[src/design/selective_ack_receive_window_assert.svh]
// Assertion macros for the selective acknowledgement receive window.
// Used by the top level; depends on signals named clock and reset in scope.
`ifndef SELECTIVE_ACK_RECEIVE_WINDOW_ASSERT_SVH
`define SELECTIVE_ACK_RECEIVE_WINDOW_ASSERT_SVH
`ifndef NO_ASSERTIONS
`define SAW_ASSERT(lbl, ante, cons) \
   lbl: assert property (@(posedge clock) disable iff (reset) (ante) |-> (cons)) \
      else $error("receive window check failed");
`define SAW_ASSERT_NXT(lbl, ante, cons) \
   lbl: assert property (@(posedge clock) disable iff (reset) (ante) |=> (cons)) \
      else $error("receive window sequencing check failed");
`else
`define SAW_ASSERT(lbl, ante, cons)
`define SAW_ASSERT_NXT(lbl, ante, cons)
`endif
`endif

[src/design/sackw_pkg.sv]
// Shared types and constants of the selective acknowledgement receive window.
// Used by every module of the block; depends on nothing.
package sackw_pkg;

   localparam int MAX_WINDOW = 4096;
   localparam int SACK_BITS  = 64;

   localparam int PSN_W      = 24;
   localparam int BYTES_W    = 16;
   localparam int PROBE_W    = 16;
   localparam int TS_W       = 16;
   localparam int KIND_W     = 2;
   localparam int OFFSET_W   = 16;
   localparam int OOO_W      = 15;
   localparam int UNITS_W    = 24;
   localparam int BYTE_W     = 40;

   localparam int RING_IDX_W = $clog2(MAX_WINDOW);
   localparam int OFS_W      = $clog2(SACK_BITS);
   localparam int RING_ROWS  = MAX_WINDOW / SACK_BITS;
   localparam int ROW_W      = $clog2(RING_ROWS);
   localparam int RUN_W      = OFS_W + 1;
   localparam int HELD_W     = RING_IDX_W + 1;
   localparam int WIN_W      = 13;

   localparam logic [PSN_W-1:0] PSN_MAX = {PSN_W{1'b1}};
   localparam int HDR_BYTES  = 40;
   localparam int UNIT_BYTES = 256;
   localparam int UNIT_SHIFT = $clog2(UNIT_BYTES);
   localparam int OFS_MAX    = 32767;
   localparam int OFS_MIN    = -32768;

   localparam int CSR_ADDR_W = 2;
   localparam int CSR_DATA_W = 32;
   localparam logic [CSR_ADDR_W-1:0] ADDR_WINDOW_LENGTH = 2'd0;
   localparam logic [WIN_W-1:0] WINDOW_RESET = WIN_W'(MAX_WINDOW);

   localparam logic CMD_DATA  = 1'b0;
   localparam logic CMD_PROBE = 1'b1;

   localparam logic [KIND_W-1:0] KIND_SACK  = 2'd0;
   localparam logic [KIND_W-1:0] KIND_NACK  = 2'd1;
   localparam logic [KIND_W-1:0] KIND_PROBE = 2'd2;

   typedef struct packed {
      logic               cmd;
      logic [PSN_W-1:0]   psn;
      logic [BYTES_W-1:0] payload_bytes;
      logic [PROBE_W-1:0] probe_id;
      logic [TS_W-1:0]    timestamp;
      logic               congestion;
   } req_type;

   typedef struct packed {
      logic [KIND_W-1:0]          kind;
      logic [PSN_W-1:0]           cumulative_ack;
      logic signed [OFFSET_W-1:0] ack_offset;
      logic [SACK_BITS-1:0]       sack_bitmap;
      logic [OOO_W-1:0]           out_of_order_count;
      logic [UNITS_W-1:0]         received_units;
      logic [TS_W-1:0]            echo_timestamp;
      logic                       congestion_mark;
      logic [PSN_W-1:0]           reported_psn;
   } rsp_type;

   typedef struct packed {
      logic                 we;
      logic [ROW_W-1:0]     waddr;
      logic [SACK_BITS-1:0] wdata;
      logic                 rd_a_en;
      logic [ROW_W-1:0]     rd_a_addr;
      logic                 rd_b_en;
      logic [ROW_W-1:0]     rd_b_addr;
   } ring_req_type;

endpackage

[src/design/sackw_csr.sv]
// Register port of the receive window: holds the window length register.
// APB-style access with no wait states. Depends on sackw_pkg.
module sackw_csr (
   input  logic                             clock,
   input  logic                             reset,
   input  logic                             csr_psel,
   input  logic                             csr_penable,
   input  logic                             csr_pwrite,
   input  logic [sackw_pkg::CSR_ADDR_W-1:0] csr_paddr,
   input  logic [sackw_pkg::CSR_DATA_W-1:0] csr_pwdata,
   output logic [sackw_pkg::CSR_DATA_W-1:0] csr_prdata,
   output logic                             csr_pready,
   output logic [sackw_pkg::WIN_W-1:0]      window_length
);
   import sackw_pkg::*;

   logic [WIN_W-1:0] window_ff;
   logic [WIN_W-1:0] window_in;
   logic             wr_en;

   assign wr_en = csr_psel && csr_penable && csr_pwrite;

   always_comb begin
      window_in = window_ff;
      if (wr_en && csr_paddr == ADDR_WINDOW_LENGTH) begin
         window_in = csr_pwdata[WIN_W-1:0];
      end
   end

   always_ff @(posedge clock) begin
      if (reset) begin
         window_ff <= WINDOW_RESET;
      end else begin
         window_ff <= window_in;
      end
   end

   always_comb begin
      unique case (csr_paddr)
         ADDR_WINDOW_LENGTH: csr_prdata = CSR_DATA_W'(window_ff);
         default:            csr_prdata = '0;
      endcase
   end

   assign csr_pready    = 1'b1;
   assign window_length = window_ff;

endmodule

[config.mk]
export PLATFORM = sky130hd
export DESIGN_NAME = sackw_csr
export DESIGN_NICKNAME = d
export VERILOG_FILES = /design/src/design/selective_ack_receive_window_assert.svh /design/src/design/sackw_pkg.sv /design/src/design/sackw_csr.sv
export SDC_FILE = /design/constraint.sdc
export NUM_CORES = 1
export LEC_CHECK = 0
export ABC_CLOCK_PERIOD_IN_PS = 890
export BUFFER_PORTS_ARGS = -buffer_cell sky130_fd_sc_hd__buf_2
export CAP_MARGIN = 10
export CORE_MARGIN = 2
export CORE_UTILIZATION = 32
export DETAILED_ROUTE_END_ITERATION = 12
export PLACE_DENSITY = 0.73
export SYNTH_ARGS = -nofsm -noshare
export SYNTH_HDL_FRONTEND = slang
export SYNTH_SLANG_ARGS = --single-unit
[constraint.sdc]
create_clock -name clock -period 0.89 [get_ports clock]
set_input_delay 0.1335 -clock clock [delete_from_list [all_inputs] [get_ports clock]]
set_output_delay 0.1335 -clock clock [all_outputs]
set_load 0.02 [all_outputs]
* Word-level counts from Yosys, hierarchy flattened
Cells that the tools add are included.
W data, S select, Z words.
** Word-level totals
- Output and inout port bits :: 46
- Register bits :: 13
- Input port bits :: 39
** Cells by class
- Reductions and logical operators :: 4
- Mux-type cells :: 1
** Operator list (count)
- $mux W13 :: 1
- $logic_and A1 B1 Y1 :: 3
- $logic_not A2 Y1 :: 1

* Depth between registers and ports, before layout
Gate-level depths: netlist (run 1).
- Word-level depth :: 3
- Gate-level depth with buffers :: 5

* Worst setup path before layout (run 1)
OpenSTA, ideal clock, no wires.
- Kind :: input port to flip-flop
- Start :: input port csr_paddr[1] in the netlist's numbering
- End :: register window_ff[0] (netlist: window_length[0])
- Arrival time :: 873 ps
- Path slack :: -54 ps
- Stages on the path :: 5
- Setup time :: 72 ps
- Cell sequence :: nor2_2 > and4_1 > buf_6 > buf_12 > mux2i_1
** On the way
- Longest elaborated chain between the ends :: 2
** Ends and longest elaborated chain
- from (decl) :: RTL line sackw_csr.sv:9 : input logic [sackw_pkg::CSR_ADDR_W-1:0] csr_paddr,
- $logic_not A2 Y1 :: RTL line sackw_csr.sv:25 : if (wr_en && csr_paddr == ADDR_WINDOW_LENGTH) begin
- $logic_and A1 B1 Y1 :: RTL line sackw_csr.sv:25
- to (signal assigned) :: RTL line sackw_csr.sv:34 : window_ff <= window_in;
- to (decl) :: RTL line sackw_csr.sv:17 : logic [WIN_W-1:0] window_ff;
Every way passes these cells.
A chain may end at the register's enable or synchronous reset.

* Final worst setup path (run 1)
- Start :: register window_ff[2] (netlist: window_length[2])
- End :: output port csr_prdata[2] in the netlist's numbering
** On the way
- Longest elaborated chain between the ends :: 1
** Ends and longest elaborated chain
- $mux W13 :: RTL line sackw_csr.sv:39 : unique case (csr_paddr)
- to (decl) :: RTL line sackw_csr.sv:11 : output logic [sackw_pkg::CSR_DATA_W-1:0] csr_prdata,
Every way passes these cells.

==> metrics.cfg, run 1 <==
[placed_design]
port_buffers=45
hpwl_mm=1.35
globalplace.congestion=0.765
dp_cells=166

[detailed_routing]
vias=760
postRouteWirelength_mm=2.06
met2_length_mm=1.04
ant_nets=0
wl_met1_um=840
dr.pass1.iters=2
maxUsedRoutingLayer=met4
wl_per_cell_um=11.2
wl_met3_um=164
drt-initial-drc-count=17
drc=0
vias_per_cell=4.13

[pwr]
leakage_nw=0.663
power_mw=1.23
peakVddDrop_v=0.000538
p_per_area_mw_per_mm2=892

[sta]
clock_skew_ps=0
fin_crit_sh=1.13
max_freq_mhz=992
whs_ps=101
slew_viol_final=0
setup-tns-final_ps=-1760
final-setup-viol-count=19
min_period_ps=1010
hold_viol_final=0
setup_ws_ps=-118
rsz0062_at_grt=yes

[worst_hold_path]
worst_hold_path_type=primary input to flop

[global_routing]
grt_first_pass_wirelength_mm=3.30
grt_max_degree=27
gr-total-overflow=0
grt_antenna_before_repair=0
grt.total_usage=0.138
first_global_vias=735

[logic_synthesis]
synth.most_common_cell=nand2b_1
syn_avg_cell_area_um2=9.02
synth_area_um2=848
yosysWarningCount=0
ys_async_sr_fraction=0
synth_common_cells=nand2b_1, buf_4, dfxtp_1, mux2i_1, and2_1
ys_ff_latch=13
synth_top_area_share=0.307
ys_seq_area_frac=0.307
synth_top_area_cell=dfxtp_1
synthTopCellsByArea=dfxtp_1, buf_4, nand2b_1
synth_cell_types=13
synth_flop_cell=dfxtp_1
synth_edf_count=0
syn_inst=94

[critical_path]
cp.required_ps=760
path_class=flop to primary output
startpoint_type=flop
cp-end-kind=primary output
rrSetupSlack_ps=30
critPathMaxStageDelay_ps=350
crit_path_top_delay_cell=dfxtp_2
worstPathArrival_ps=870
crit_fanout=3
crit_chain=and2_4, buf_6

[floorplan]
core_area_mm2=0.00250
io-pin-count=85
rows=18
dieArea_mm2=0.00308
die_w_um=55.5
start_util=0.339
die_h_um=55.5

[clock_tree]
clock_sinks=13
clock_path_buffers=2
cts_tree=yes
numCtsBuffers=3
clock-root-buffer=clkbuf_4
insertion_delay_ps=270
cts.htree.levels=1
clk_pin_slew_ps=80

[layout]
nFillCells=227
drive_gt1_frac=0.610
final_cells=184
utilization=0.550
antenna_cells=0
nets=194
largest_reg_flops=13
syn_to_final_growth_pct=62.1

[outcome]
violations=setup timing
outcome=finished, violations left

[flow_run]
maxCapViolCount=0

[where the power goes]
part | internal (mW) | switching (mW)
logic | 0.107 | 0.154
clock network | 0.173 | 0.196
registers | 0.590 | 0.00646
total | 0.870 | 0.357
[metal layers]
layer | vias up | global-route usage
li1 | 372 | -
met1 | 349 | 0.150
met2 | 37 | 0.240
met3 | 2 | 0.0375
met4 | 0 | 0.0732
met5 | - | 0
[stage by stage]
stage	instance area (µm²)	worst slack [ps]
after global routing	1380	-158
after detailed placement	1020	-139
after floorplan	921	-3.18
final	1380	-118
after CTS	1270	-114
after global placement	1020	-106
[critical path: cells and delay by family, from the launching register on]
family                 cells  cell delay [ps]
flip-flops                 1              350
AND/OR/NAND/NOR            1              140
buffers and inverters      1              110
[kinds of logic after synthesis]
family                 count (synthesis)  share of synthesized area
DFF                                   13                      0.307
and+or+nand+nor                       41                      0.304
buffers and inverters                 25                      0.227
other                                  2                    0.00885
muxes                                 13                      0.153
[path summary, 6_finish.rpt]
check,startpoint,endpoint,cells after the start
setup / recovery,window_length[2],csr_prdata[2],2
hold / removal,csr_pwdata[1],window_length[1],3
setup reg to reg,window_length[11],window_length[11],5
hold reg to reg,window_length[2],window_length[2],2
[final cells by class]
| class | instances | area (µm²) | area share |
|---|---|---|---|
| tap | 30 | 37.5 | 0.0273 |
| sequential | 13 | 277 | 0.201 |
| multi-input combinational | 74 | 504 | 0.367 |
| timing repair buffer | 63 | 531 | 0.386 |
| clock buffer | 4 | 26.3 | 0.0191 |
[cells in the final DEF (no fill, tap or decap), types with 2 or more instances in the layout]
cell type / n
buf_6: 28
nand2b_1: 23
conb_1: 20
buf_2: 19
buf_4: 16
and2_4: 13
mux2i_1: 13
dfxtp_2: 13
clkbuf_4: 3
nor2_1: 2
[repair_timing]
action,4_1_cts,5_1_grt
hold buffers,0,0
gates resized for setup,68,13
endpoints found under the setup margin,26,26
buffers inserted,7,7
(Power assumes the default switching activity.)
==> run 2: changes to the inputs <==
--- a/config.mk
+++ b/config.mk
@@ -5,11 +5,13 @@
 export SDC_FILE = /design/constraint.sdc
 export NUM_CORES = 1
 export LEC_CHECK = 0
+export ABC_AREA = 1
 export ABC_CLOCK_PERIOD_IN_PS = 890
 export BUFFER_PORTS_ARGS = -buffer_cell sky130_fd_sc_hd__buf_2
 export CAP_MARGIN = 10
 export CORE_MARGIN = 2
 export CORE_UTILIZATION = 32
+export CTS_CLUSTER_SIZE = 20
 export DETAILED_ROUTE_END_ITERATION = 12
 export PLACE_DENSITY = 0.73
 export SYNTH_ARGS = -nofsm -noshare
==> run 2 against run 1 <==
Net effect: the flow still finishes with violations (setup timing); non-clock buffer count down 11; synthesized cell count is 48% higher; cell area is 2.7% lower; routed wire length down 8.1%; first-iteration DRC count shrank 59%; sequential share of layout area rose by 0.75 points; largest power group unchanged.
==> metrics.cfg, run 2 <==
[outcome]
outcome=finished, violations left
violations=setup timing

[floorplan]
die_w_um=55.9  ; +0.82%
core_area_mm2=0.00252  ; +0.90%
die_h_um=55.9  ; +0.82%
io-pin-count=85  ; unchanged
rows=18  ; unchanged
start_util=0.342  ; +0.00292
dieArea_mm2=0.00313  ; +1.6%

[critical_path]
startpoint_type=flop
path_delay_family=flip-flops
crit_fanout=3  ; unchanged
path_buf_inv=2  ; +1
crit_path_top_delay_cell=dfxtp_2
cp-end-kind=primary output
cp.required_ps=760  ; about the same
worstPathArrival_ps=880  ; about the same
critPathMaxStageDelay_ps=370  ; +20 ps
path_class=flop to primary output
crit_chain=inv_2, nor2_2, buf_6

[logic_synthesis]
synth_common_cells=nor2_1, inv_1, buf_4, nand2_1
ys_async_sr_fraction=0  ; unchanged
synth_top_area_cell=dfxtp_1
synthTopCellsByArea=dfxtp_1, buf_4, nor2_1
yosysWarningCount=0  ; unchanged
synth_flop_cell=dfxtp_1
synth_edf_count=0  ; unchanged
syn_avg_cell_area_um2=6.21  ; -31%
ys_seq_area_frac=0.301  ; -0.00534
synth_area_um2=863  ; +1.8%
synth_top_area_share=0.301  ; -0.00534
synth_cell_types=16  ; +3
ys_ff_latch=13  ; unchanged
synth.most_common_cell=nor2_1
syn_inst=139  ; +48%

[sta]
hold_viol_final=0  ; unchanged
min_period_ps=1010  ; +5.69 ps
setup_ws_ps=-123  ; -5.69 ps
clock_skew_ps=0  ; unchanged
final-setup-viol-count=16  ; -3
setup-tns-final_ps=-1480  ; +279 ps
slew_viol_final=0  ; unchanged
fin_crit_sh=1.14  ; +0.00639
max_freq_mhz=987  ; -0.56%
rsz0062_at_grt=yes

[layout]
largest_reg_flops=13  ; unchanged
final_area_mm2=0.00134  ; -2.7%
utilization=0.530  ; -0.0198
final_common_cell=nor2_1
nets=228  ; +18%
syn_to_final_growth_pct=54.9
final_cells=218  ; +18%
final_cell_mix=nor2_1, buf_6, conb_1
drive_gt1_frac=0.532  ; -0.0785
antenna_cells=0  ; unchanged

[clock_tree]
cts_tree=yes
clock-root-buffer=clkbuf_4
clock_sinks=13  ; unchanged
cts.htree.levels=1  ; unchanged
clock_path_buffers=2  ; unchanged
numCtsBuffers=3  ; unchanged
clk_pin_slew_ps=90  ; about the same
post-cts-setup-buffer-count=0  ; -7
insertion_delay_ps=270  ; about the same

[detailed_routing]
dr.pass1.iters=2  ; unchanged
drt-initial-drc-count=7  ; -10
wl_per_cell_um=8.70  ; -22%
ant_nets=0  ; unchanged
vias=853  ; +12%
drc=0  ; unchanged
postRouteWirelength_mm=1.90  ; -8.1%
vias_per_cell=3.91  ; -5.3%

[pwr]
clkPwrFrac=0.283  ; -0.018
p_per_area_mw_per_mm2=982  ; +10%
leakage_nw=0.682  ; +2.9%
combinationalPowerShare=0.255  ; +0.042
peakVddDrop_v=0.000619  ; +15%
intPower_mw=0.892  ; +2.5%
power_mw=1.31  ; +7.1%
p_switching_mw=0.422  ; +18%
swShare=0.321  ; +0.0302
seq_power_share=0.462  ; -0.024

[global_routing]
grt.total_usage=0.127  ; -0.0109
grt_first_pass_wirelength_mm=3.17  ; -4.0%
first_global_vias=770  ; +4.8%
grt_antenna_before_repair=0  ; unchanged
gr-total-overflow=0  ; unchanged
grt_max_degree=14  ; -48%

[flow_run]
maxCapViolCount=0  ; unchanged

[placed_design]
globalplace.congestion=0.742  ; -2.9%
dp_cells=214  ; +29%
hpwl_mm=1.43  ; +5.5%
port_buffers=45  ; unchanged
postPlaceCellArea_mm2=0.00112  ; +9.8%

[worst_hold_path]
worst_hold_path_type=primary input to flop

[run 2: changes by cell type in the layout (fill, tap and decap cells not counted), sizes merged, moves of 11 or more]
cell | previous run | this run
nand3 | 0 | 14
buf | 63 | 52
nor2 | 3 | 40
nand2 | 0 | 15
and2 | 13 | 0
inv | 0 | 29
mux2i | 13 | 0
nand2b | 24 | 0
[run 2: routing by layer]
| layer | routed length (µm) | global-route usage | share of wire | up-vias |
|---|---|---|---|---|
| met1 | 741 | 0.137 | 0.39 | 362 |
| li1 | - | - | - | 458 |
| met2 | 1030 | 0.240 | 0.54 | 31 |
| met3 | 101 | 0.00930 | 0.053 | 2 |
| met5 | 0 | 0 | 0 | - |
| met4 | 27 | 0.0714 | 0.014 | 0 |
[run 2: path summary, 6_finish.rpt]
kind / end / cells past startpoint / start / slack (ps)
setup / recovery: csr_prdata[0] / 3 / window_length[0] / -120
hold / removal: window_length[12] / 3 / csr_pwdata[12] / 70
setup reg to reg: window_length[12] / 2 / window_length[12] / 280
hold reg to reg: window_length[10] / 2 / window_length[10] / 500
[run 2: cells by family after synthesis]
kind of cell | count (synthesis) | synth area share
other | 2 | 0.00870
flip-flops | 13 | 0.301
buffers and inverters | 54 | 0.338
AND/OR/NAND/NOR | 69 | 0.346
AO/OA/AOI/OAI | 1 | 0.00579
[run 2: power by group through the flow]
stage | Combinational (mW) | Clock [mW] | Sequential (mW)
final | 0.335 | 0.372 | 0.607
after global routing | 0.366 | 0.418 | 0.610
after CTS | 0.321 | 0.387 | 0.608
after detailed placement | 0.306 | 0 | 0.617
after global placement | 0.305 | 0 | 0.616
after floorplan | 0.251 | 0 | 0.632
[run 2: final cells by class]
| cell class | count | area, µm² |
|---|---|---|
| inverter | 29 | 109 |
| clock buffer | 4 | 26.3 |
| fill | 264 | 1180 |
| sequential | 13 | 279 |
| multi-input combinational | 90 | 432 |
| tap | 30 | 37.5 |
| timing repair buffer | 52 | 454 |
[run 2: timing repair]
action	4_1_cts	5_1_grt
hold buffers	0	0
pin swaps	13	0
setup endpoints to repair	26	26
gates resized for setup	62	18
[run 2: stage by stage]
stage / setup slack [ps] / hold WS [ps]
6_report: -123 / 69.6
4_1_cts: -122 / 64.8
3_5_place_dp: -72.6 / 357
2_1_floorplan: 22.7 / 260
3_3_place_gp: -57.4 / 353
5_1_grt: -174 / 75.2
[run 2: tightest hold or removal path, cell delays in order]
cell	delay, ps
buf_2	70
nand2_1	40
nand3_1	60
